**config.mk**
```make
export PLATFORM = sky130hd
export DESIGN_NAME = lru_cache_directory_unit
export DESIGN_NICKNAME = d
export VERILOG_FILES = /design/src/lrud_pkg.sv /design/src/lrud_ctrl.sv /design/src/lrud_datapath.sv /design/src/lru_cache_directory_unit.sv
export VERILOG_INCLUDE_DIRS = /design/src /design/src/src
export SDC_FILE = /design/constraint.sdc
export NUM_CORES = 2
export LEC_CHECK = 0
export BUFFER_PORTS_ARGS = -buffer_cell sky130_fd_sc_hd__buf_2
export CORE_MARGIN = 8
export CORE_UTILIZATION = 40
export DETAILED_ROUTE_END_ITERATION = 16
export PLACE_DENSITY = 0.52
export SLEW_MARGIN = 20
export SYNTH_ARGS = -nofsm -noshare
export SYNTH_HDL_FRONTEND = slang
export SYNTH_SLANG_ARGS = --single-unit
export TNS_END_PERCENT = 30
```
**constraint.sdc**
```tcl
create_clock -name clk -period 5.9 [get_ports clk]
set_clock_uncertainty 0.05 [all_clocks]
set_input_delay 0.295 -clock clk [delete_from_list [all_inputs] [get_ports clk]]
set_output_delay 0.295 -clock clk [all_outputs]
set_load 0.01 [all_outputs]
```
**src/lru_cache_directory_unit_defines.svh**
```systemverilog
// ---------------------------------------------------------------------------
// lru cache directory unit assertion macros
// concurrent checks clocked on clk, quiet while arst_n is low
// ---------------------------------------------------------------------------
`ifndef LRU_CACHE_DIRECTORY_UNIT_DEFINES_SVH
`define LRU_CACHE_DIRECTORY_UNIT_DEFINES_SVH

// same-cycle implication
`define LRUD_ASSERT_IMPL(label, ante, cons, msg) \
	label: assert property (@(posedge clk) disable iff (!arst_n) (ante) |-> (cons)) \
		else $error(msg);

// next-cycle implication
`define LRUD_ASSERT_NEXT(label, ante, cons, msg) \
	label: assert property (@(posedge clk) disable iff (!arst_n) (ante) |=> (cons)) \
		else $error(msg);

`endif

```
**src/lrud_pkg.sv**
```systemverilog
// ---------------------------------------------------------------------------
// lru cache directory package
// shared constants, command codes and controller/datapath interface types
// ---------------------------------------------------------------------------
package lrud_pkg;

	localparam int DEF_ENTRIES  = 16;
	localparam int DEF_KEY_BITS = 64;

	localparam int KEY_W   = 64;
	localparam int INDEX_W = 4;

	localparam logic CMD_LOOKUP = 1'b0;
	localparam logic CMD_INSERT = 1'b1;

	typedef struct packed {
		logic capture;
		logic compare;
		logic commit;
	} ctl_cmd_t;

	typedef struct packed {
		logic slot_free;
	} dp_status_t;

endpackage

```
**src/lrud_ctrl.sv**
```systemverilog
// ---------------------------------------------------------------------------
// lru cache directory controller
// sequences capture, compare and update for one request at a time
// ---------------------------------------------------------------------------
`include "lru_cache_directory_unit_defines.svh"

module lrud_ctrl (
	input  logic                 clk,
	input  logic                 arst_n,
	input  logic                 in_valid,
	output logic                 in_ready,
	input  lrud_pkg::dp_status_t status,
	output lrud_pkg::ctl_cmd_t   cmd
);
	import lrud_pkg::*;

	typedef enum logic [1:0] {
		ST_IDLE,
		ST_CMP,
		ST_UPD
	} state_t;

	state_t state_q;

	assign in_ready    = (state_q == ST_IDLE);
	assign cmd.capture = in_valid && (state_q == ST_IDLE);
	assign cmd.compare = (state_q == ST_CMP);
	assign cmd.commit  = (state_q == ST_UPD) && status.slot_free;

	always_ff @(posedge clk or negedge arst_n) begin
		if (!arst_n) begin
			state_q <= ST_IDLE;
		end else begin
			case (state_q)
				ST_IDLE: begin
					if (in_valid) begin
						state_q <= ST_CMP;
					end
				end
				ST_CMP: begin
					state_q <= ST_UPD;
				end
				ST_UPD: begin
					if (status.slot_free) begin
						state_q <= ST_IDLE;
					end
				end
				default: begin
					state_q <= ST_IDLE;
				end
			endcase
		end
	end

	`LRUD_ASSERT_NEXT(a_capture_then_compare, cmd.capture, state_q == ST_CMP, "capture not followed by compare")
	`LRUD_ASSERT_NEXT(a_update_holds, (state_q == ST_UPD) && !status.slot_free, state_q == ST_UPD, "update left while result slot busy")
	`LRUD_ASSERT_IMPL(a_single_command, 1'b1, $onehot0({cmd.capture, cmd.compare, cmd.commit}), "overlapping datapath commands")

endmodule

```
**src/lrud_datapath.sv**
```systemverilog
// ---------------------------------------------------------------------------
// lru cache directory datapath
// entry keys, valid bits, recency ranks, match/victim search and result slot
// ---------------------------------------------------------------------------
`include "lru_cache_directory_unit_defines.svh"

module lrud_datapath #(
	parameter int ENTRIES  = lrud_pkg::DEF_ENTRIES,
	parameter int KEY_BITS = lrud_pkg::DEF_KEY_BITS
) (
	input  logic                        clk,
	input  logic                        arst_n,
	input  lrud_pkg::ctl_cmd_t          cmd,
	output lrud_pkg::dp_status_t        status,
	input  logic                        command,
	input  logic [lrud_pkg::KEY_W-1:0]  key,
	output logic                        out_valid,
	input  logic                        out_ready,
	output logic                        hit,
	output logic [lrud_pkg::INDEX_W-1:0] entry_index,
	output logic                        evicted
);
	import lrud_pkg::*;

	localparam int IDX_W  = $clog2(ENTRIES);
	localparam int RANK_W = $clog2(ENTRIES);
	localparam logic [RANK_W-1:0] OLDEST = RANK_W'(ENTRIES - 1);

	logic                cmd_q;
	logic [KEY_BITS-1:0] key_q;

	logic [ENTRIES-1:0]  valid_q;
	logic [KEY_BITS-1:0] key_mem [ENTRIES];
	logic [RANK_W-1:0]   rank_q  [ENTRIES];

	logic [IDX_W-1:0]    idx_s1;
	logic [RANK_W-1:0]   old_rank_s1;
	logic                touch_s1;
	logic                evict_s1;

	logic                out_valid_q;
	logic                hit_q;
	logic [INDEX_W-1:0]  index_q;
	logic                evicted_q;

	logic [IDX_W-1:0]    m_idx;
	logic [RANK_W-1:0]   m_rank;
	logic                m_found;
	logic [IDX_W-1:0]    f_idx;
	logic                f_found;
	logic [IDX_W-1:0]    o_idx;
	logic [IDX_W+INDEX_W-1:0] idx_ext;

	// request capture
	always_ff @(posedge clk) begin
		if (cmd.capture) begin
			cmd_q <= command;
			key_q <= key[KEY_BITS-1:0];
		end
	end

	// lowest matching entry, lowest free entry, highest oldest entry
	always_comb begin
		m_idx   = '0;
		m_rank  = '0;
		m_found = 1'b0;
		f_idx   = '0;
		f_found = 1'b0;
		o_idx   = '0;
		for (int i = ENTRIES - 1; i >= 0; i--) begin
			if (valid_q[i] && (key_mem[i] == key_q)) begin
				m_idx   = IDX_W'(i);
				m_rank  = rank_q[i];
				m_found = 1'b1;
			end
			if (!valid_q[i]) begin
				f_idx   = IDX_W'(i);
				f_found = 1'b1;
			end
		end
		for (int i = 0; i < ENTRIES; i++) begin
			if (rank_q[i] == OLDEST) begin
				o_idx = IDX_W'(i);
			end
		end
	end

	always_ff @(posedge clk or negedge arst_n) begin
		if (!arst_n) begin
			touch_s1 <= 1'b0;
			evict_s1 <= 1'b0;
		end else if (cmd.compare) begin
			if (cmd_q == CMD_LOOKUP) begin
				touch_s1 <= m_found;
				evict_s1 <= 1'b0;
			end else begin
				touch_s1 <= 1'b1;
				evict_s1 <= !f_found;
			end
		end
	end

	always_ff @(posedge clk) begin
		if (cmd.compare) begin
			if (cmd_q == CMD_LOOKUP) begin
				idx_s1      <= m_idx;
				old_rank_s1 <= m_rank;
			end else begin
				idx_s1      <= f_found ? f_idx : o_idx;
				old_rank_s1 <= OLDEST;
			end
		end
	end

	// entry state update
	always_ff @(posedge clk or negedge arst_n) begin
		if (!arst_n) begin
			valid_q <= '0;
			for (int i = 0; i < ENTRIES; i++) begin
				rank_q[i] <= '0;
			end
		end else if (cmd.commit && touch_s1) begin
			if (cmd_q == CMD_INSERT) begin
				valid_q[idx_s1] <= 1'b1;
			end
			for (int i = 0; i < ENTRIES; i++) begin
				if (IDX_W'(i) == idx_s1) begin
					rank_q[i] <= '0;
				end else if (rank_q[i] < old_rank_s1) begin
					rank_q[i] <= RANK_W'(rank_q[i] + 1'b1);
				end
			end
		end
	end

	always_ff @(posedge clk) begin
		if (cmd.commit && (cmd_q == CMD_INSERT)) begin
			key_mem[idx_s1] <= key_q;
		end
	end

	// result slot
	assign idx_ext = {{INDEX_W{1'b0}}, idx_s1};

	always_ff @(posedge clk or negedge arst_n) begin
		if (!arst_n) begin
			out_valid_q <= 1'b0;
		end else if (cmd.commit) begin
			out_valid_q <= 1'b1;
		end else if (out_ready) begin
			out_valid_q <= 1'b0;
		end
	end

	always_ff @(posedge clk) begin
		if (cmd.commit) begin
			hit_q     <= (cmd_q == CMD_LOOKUP) && touch_s1;
			index_q   <= idx_ext[INDEX_W-1:0];
			evicted_q <= evict_s1;
		end
	end

	assign status.slot_free = !out_valid_q || out_ready;
	assign out_valid   = out_valid_q;
	assign hit         = hit_q;
	assign entry_index = index_q;
	assign evicted     = evicted_q;

	`LRUD_ASSERT_IMPL(a_evict_only_when_full, cmd.commit && evict_s1, &valid_q, "eviction with a free entry")
	`LRUD_ASSERT_NEXT(a_insert_sets_valid, cmd.commit && (cmd_q == CMD_INSERT), valid_q[$past(idx_s1)], "inserted entry not valid")
	`LRUD_ASSERT_NEXT(a_touch_is_newest, cmd.commit && touch_s1, rank_q[$past(idx_s1)] == '0, "touched entry not most recent")
	`LRUD_ASSERT_IMPL(a_no_result_overrun, cmd.commit, !out_valid_q || out_ready, "result overwritten before delivery")

endmodule

```
**src/lru_cache_directory_unit.sv**
```systemverilog
// ---------------------------------------------------------------------------
// lru cache directory unit
// directory of a fully associative cache with least-recently-used replacement
// ---------------------------------------------------------------------------
// Each request (lookup or insert of a key) passes three steps: capture,
// parallel key compare and free/victim search over all entries, then the
// update of valid bits, keys and recency ranks and the result register
// load. The controller takes one request at a time, so a new one is
// accepted only once the last is updated; the result register lets the
// next request enter while the previous result still waits for
// out_ready. Valid bits and ranks clear at reset: no clearing pass needed.
// ---------------------------------------------------------------------------
module lru_cache_directory_unit #(
	parameter int ENTRIES  = lrud_pkg::DEF_ENTRIES,
	parameter int KEY_BITS = lrud_pkg::DEF_KEY_BITS
) (
	input  logic                         clk,
	input  logic                         arst_n,
	input  logic                         in_valid,
	output logic                         in_ready,
	input  logic                         command,
	input  logic [lrud_pkg::KEY_W-1:0]   key,
	output logic                         out_valid,
	input  logic                         out_ready,
	output logic                         hit,
	output logic [lrud_pkg::INDEX_W-1:0] entry_index,
	output logic                         evicted
);
	import lrud_pkg::*;

	ctl_cmd_t   cmd;
	dp_status_t status;

	lrud_ctrl u_ctrl (
		.clk      (clk),
		.arst_n   (arst_n),
		.in_valid (in_valid),
		.in_ready (in_ready),
		.status   (status),
		.cmd      (cmd)
	);

	lrud_datapath #(
		.ENTRIES  (ENTRIES),
		.KEY_BITS (KEY_BITS)
	) u_datapath (
		.clk         (clk),
		.arst_n      (arst_n),
		.cmd         (cmd),
		.status      (status),
		.command     (command),
		.key         (key),
		.out_valid   (out_valid),
		.out_ready   (out_ready),
		.hit         (hit),
		.entry_index (entry_index),
		.evicted     (evicted)
	);

endmodule
```
* Yosys cells after proc, flatten, opt, wreduce, memory -nomap -nowiden
Memories as Yosys holds them, arrays and structs flattened.
Cells that the tools add are included.
** Cells by class
- $lt $le $gt $ge :: 18
- Reduce and logical (&&, ||, !) cells :: 62
- Mux-type cells :: 140
- Add/sub/neg operators :: 16
- Equal/unequal tests :: 50
- Bitwise gates (word level) :: 2
** Operator list (number)
- $eq 64x64->1 :: 16
- $mux 4 :: 90
- $add 4x1->4 const B :: 16
- $lt 4x4->1 :: 16
- $eq 4x4->1 const B :: 15
- $mux 1 :: 40
- $reduce_and 2->1 :: 18
- $reduce_bool 2->1 :: 17
- $eq 4x4->1 const A :: 8
- $logic_and 1x1->1 :: 22
- $eq 3x4->1 const A :: 4
- $or 16x16->16 :: 1
- $mux 3 :: 4
- $eq 2x4->1 const A :: 2
- $mux 2 :: 4
- $pmux 2 s3 :: 1
- $lt 4x5->1 const B :: 1
- $demux 1 s4 :: 1
- $eq 1x4->1 const A :: 1
- $ge 4x1->1 const B :: 1
- $logic_not 4->1 :: 1
- $eq 2x1->1 const B :: 1
- $eq 2x2->1 const B :: 1
- $logic_not 1->1 :: 2
- other kinds (5) :: 5
** Word-level totals
- Register bits :: 164
- Input bits :: 69
- RAM bits :: 1024
- Output and inout bits :: 8
- Word-level logic and storage cells :: 317
- Memories kept :: 1
** Memories
- u_datapath.key_mem :: words 16, bits a word 64, read ports 16, clocked after Yosys merged registers in 0, write ports 1, line lrud_datapath.sv:33 : logic [KEY_BITS-1:0] key_mem [ENTRIES];

* Longest topological paths before layout
An unclocked memory read counts as a cell.
- Depth after elaboration :: 20
- Gate-level depth with buffers :: 13
- Mapped depth without buffers :: 11

* By module
A second synthesis with hierarchy kept.
** Unflattened totals
- Cell total of the unflattened synthesis :: 3492
- Area, all modules :: 51618.3 µm²
** Modules (own cells, without submodules)
- lrud_datapath :: cells an instance 3483, area each 51523.2 µm², sequential area each 35198.8 µm², instances 1
- lrud_ctrl :: cells an instance 9, area each 95.1 µm², sequential area each 50.0 µm², instances 1

* Least setup slack after synthesis
No wires, ideal clock.
- Path type :: register -> register
- From :: register u_ctrl.state_q[0]
- To :: memory u_datapath.key_mem[12][0] in the netlist's numbering, enable pin
- Required time :: 5363 ps
- Stages on the path, launching flop included :: 6
- Path buffers :: 1
- Slack :: 1196 ps
- Library setup time :: 487 ps
- Arrival :: 4167 ps
- Clock period less this slack :: 4704 ps
- Cells stage by stage :: dfrtp_1 > nand2b_1 > nor2b_1 > nand2_1 > clkbuf_1 > nor2_1
** RTL lines
- start: declaration :: line lrud_ctrl.sv:23 : state_t state_q;
- start signal: assignment :: line lrud_ctrl.sv:32 : state_q <= ST_IDLE;
- start signal: assignment :: line lrud_ctrl.sv:37 : state_q <= ST_CMP;
- start signal: assignment :: line lrud_ctrl.sv:41 : state_q <= ST_UPD;
- end: declaration :: line lrud_datapath.sv:33

* Worst setup path after layout
- From :: register u_datapath.key_q[28]
- To :: register u_datapath.old_rank_s1[3], data pin
** On the way
- Cells in the longest elaborated chain, start to end :: 18
- Elaborated cells between the ends (all ways) :: 48
- Classes of those cells :: eq/ne: 16; mux: 16; reduce/logical: 16
** Ends and longest elaborated chain
- start: declaration :: line lrud_datapath.sv:30 : logic [KEY_BITS-1:0] key_q;
- start signal: assignment :: line lrud_datapath.sv:58 : key_q <= key[KEY_BITS-1:0];
- $eq 64x64->1 :: line lrud_datapath.sv:71 : if (valid_q[i] && (key_mem[i] == key_q)) begin
- $logic_and 1x1->1 :: line lrud_datapath.sv:71
- $mux 4 (15 in series) :: line lrud_datapath.sv:71
- $mux 4 (*) :: line lrud_datapath.sv:71
- end signal: assignment :: line lrud_datapath.sv:107 : old_rank_s1 <= m_rank;
- end: declaration :: line lrud_datapath.sv:37 : logic [RANK_W-1:0] old_rank_s1;
Mark *: on every way between the ends. The rest lies on a longest branch, timed or not.
A chain may end at the register's enable or synchronous reset.

==> results by group <==
Logic synthesis
  • Largest cells by area after synthesis: edfxtp_1 (64%), xnor2_1 (8.4%), xor2_1 (4.5%), dfrtp_1 (4.1%), nand2b_1 (1.9%)
  • Syn_area_per_cell: 14.6 um^2
  • Most common flop cell mapped by yosys: edfxtp_1
  • Number of enable flip-flop cells after synthesis: 1103
  • Seq cells post-synth: 1188
  • Synth Net Count: 3677
  • Synthesized cell area: 51900 um^2
  • Cells after Synth: 3544
  • Yosys warning total: 0
  • Leading area contributor after synthesis: edfxtp_1
  • Async S/R FF share, synth: 0.0715
  • Register area share after synthesis: 0.680
  • Post-synth top area share: 0.639
  • Yosys cell types: 72

Critical path
  • Worst EP required: 6.36 ns
  • Reg-to-reg startpoint: u_datapath.key_q[28]
  • R2r setup slk: 1.10 ns
  • Crit path launch type: flop
  • R2r worst-path depth: 10
  • FF-to-FF End: u_datapath.old_rank_s1[3]
  • Crit path capture type: flop
  • CP Max Fanout: 13
  • Crit path arrival time: 5.26 ns
  • WS Path Type: flop to flop

Placed design
  • HPWL after DPL: 130 mm
  • Setup WS pre-CTS: 1.15 ns
  • Port bufs: 76
  • Gp weighted congestion: 0.937
  • Dpl cell area: 55500 um^2

Routing
  • Initial DRC count: 3836
  • Via count: 32.5k
  • Post-route ant nets: 0
  • Drt drc: 0
  • DR WL/cell: 32.9 um
  • Final WL: 188 mm
  • DR pass1 iterations: 8
  • Vias per cell: 5.68

Floorplanning
  • Initial Util: 0.401
  • Core area: 129000 um^2
  • Placement row count: 132
  • Ports: 77
  • Die Wd: 376 um
  • Die area: 141000 um^2
  • Chip height: 376 um

Timing
  • Final setup violation count: 0
  • Final Cycle Share: 0.814
  • Setup TNS: 0 ns
  • Slew margin rel.: 0.230
  • Pins Over Slew Limit: 0
  • Worst slew pin tran: 1.14 ns
  • RSZ-0062 raised after global routing: no
  • Setup ws final: 1.10 ns
  • Crit path time final: 4.80 ns
  • Hold slack: 0.187 ns
  • Fmax: 0.208 GHz
  • Endpoints failing hold: 0

Clock tree
  • TritonCTS clock tree: built
  • Clock buffer depth: 3
  • Count of hold buffers inserted by post-cts repair: 70
  • Clock Sinks: 1188
  • Clock Latency Late Sink: 0.78 ns
  • Reg clk slew, reported paths: 0.06 ns
  • Root buf cell: clkbuf_16
  • TritonCTS buffer count: 135
  • Post-CTS sizing: 0
  • CTS H-tree lvls: 4
  • Setup Fix Bufs, Post-CTS: 0

Power
  • Power Dens Cells: 366 nW/um^2
  • Final Power: 22.1 mW
  • Leak: 20.3 nW
  • Peak VDD IR: 0.299 mV

Hold path
  • Worst min-delay path startpoint: key[25]
  • Cell depth of the worst hold path: 2
  • Hold crit path type: input pin to flop
  • Hold EP: u_datapath.key_q[25]

Global route
  • Gr usage total: 0.261
  • Initial antenna violation count: 6
  • First-pass GRT wire length: 259 mm
  • Gr ovfl total: 0
  • Largest net degree at the start of global routing: 65
  • Vias in the first global route: 31.5k

Final layout
  • Fill cells: 11.4k
  • Area delta synth->final: 16.8%
  • Layout cells sized above 1: 0.126
  • Design area: 60600 um^2
  • Layout net count: 4014

Job
  • MaxCap Viol Count: 0

Outcome
  • Status: finished clean
where the power goes:
part / leakage (nW) / switching, mW / internal, mW / total [mW]
clock: 2.08 / 3.54 / 4.72 / 8.27
combinational: 7.16 / 2.26 / 1.20 / 3.46
sequential: 11.0 / 0.639 / 9.78 / 10.4
total: 20.3 / 6.44 / 15.7 / 22.1
per-stage QoR:
| step | util | cells |
|---|---|---|
| after CTS | 0.469 | 5719 |
| after floorplan | - | 3544 |
| after global placement | 0.430 | 5413 |
| after detailed placement | 0.430 | 5414 |
| final | 0.469 | 5725 |
| after global routing | 0.469 | 5721 |
Yosys cell counts, types with 34 or more instances:
cell type and number:
o22ai_1 56, o2111ai_1 42, nand3_1 55, nor4_1 127, nor2_1 82, clkbuf_1 40
nand2b_1 159, dfrtp_1 85, o21ai_0 80, ha_1 64, xnor2_1 496, buf_2 85
a21oi_1 59, nand4_1 158, nand2_1 85, xor2_1 267, a22o_1 40, edfxtp_1 1103
nor2b_1 37, o2bb2ai_1 34, inv_1 114
placed cells by master, fill, tap and decap left out, types with 14 or more instances in the layout:
cell | synthesis | final
a21o_1 | 24 | 24
a21oi_1 | 59 | 59
a22o_1 | 40 | 40
and3_1 | 16 | 16
buf_12 | 0 | 16
buf_2 | 85 | 75
buf_4 | 3 | 181
clkbuf_1 | 40 | 28
clkbuf_16 | 0 | 140
clkinv_1 | 4 | 29
clkinv_2 | 0 | 19
dfrtp_1 | 85 | 85
dlygate4sd3_1 | 0 | 69
edfxtp_1 | 1103 | 1103
ha_1 | 64 | 64
inv_1 | 114 | 114
nand2_1 | 85 | 84
nand2b_1 | 159 | 159
nand3_1 | 55 | 55
nand4_1 | 158 | 158
nor2_1 | 82 | 66
nor2_4 | 0 | 16
nor2b_1 | 37 | 37
nor3_1 | 26 | 25
nor4_1 | 127 | 125
o2111ai_1 | 42 | 42
o21ai_0 | 80 | 80
o21bai_1 | 14 | 14
o221ai_1 | 15 | 15
o22ai_1 | 56 | 56
o2bb2ai_1 | 34 | 34
xnor2_1 | 496 | 496
xor2_1 | 267 | 267
critical path, cell delays in order, from the launching register on:
cell      delay (ns)
edfxtp_1        0.62
xnor2_1         0.48
nand4_1         0.25
nor4_1          0.82
nand3_1         0.15
or4_1           0.86
o22a_1          0.32
a221oi_1        0.29
o311a_1         0.23
o311ai_1        0.11
a221o_1         0.35
layer usage:
metal  track usage  up-vias  wire, um
met3        0.0366      283     11900
met2         0.426     1361     89100
met4        0.0880        2      6730
li1              -    14000         -
met1         0.360    16900     80400
met5             0        -        13
state kept, by name, indices dropped and copies added, names as in the netlist, 2 cells and up:
name	cells
u_datapath.key_mem	1024
u_ctrl.state_q	2
u_datapath.old_rank_s1	4
u_datapath.rank_q	64
u_datapath.idx_s1	4
u_datapath.entry_index	4
u_datapath.key_q	64
u_datapath.valid_q	16
kinds of logic (layout without fill, tap and decap cells):
logic type,after synthesis,in the layout,synth area share
xor+xnor,763,763,0.129
mux,15,15,0.00316
other cells,0,4,0
flops,1188,1188,0.680
fa+ha+maj,64,64,0.0154
simple gates,782,782,0.0857
compound gates,466,466,0.0650
buf+inv,266,701,0.0221
cell type report:
| type | instances | area [um^2] | share of cell area |
|---|---|---|---|
| well taps | 1742 | 2180 | 0.0360 |
| clock buffers | 169 | 3620 | 0.0598 |
| clock inverters | 66 | 661 | 0.0109 |
| multi-input cells | 2090 | 15600 | 0.258 |
| flip-flops and latches | 1188 | 35200 | 0.582 |
| repair buffers | 343 | 2800 | 0.0462 |
| diodes | 4 | 10.0 | 0.000165 |
| inverters | 123 | 462 | 0.00762 |
worst max-delay path by stage:
stage                               from                         to  depth (start not counted)
floorplan              u_ctrl.state_q[0]  u_datapath.key_mem[12][0]                          5
global placement    u_datapath.key_q[28]  u_datapath.old_rank_s1[3]                         10
detailed placement  u_datapath.key_q[15]  u_datapath.old_rank_s1[3]                         10
CTS                 u_datapath.key_q[15]  u_datapath.old_rank_s1[3]                         10
global route        u_datapath.key_q[48]  u_datapath.old_rank_s1[3]                         10
finish              u_datapath.key_q[28]  u_datapath.old_rank_s1[3]                         10
Note: power is estimated with default switching activity, not from simulation.
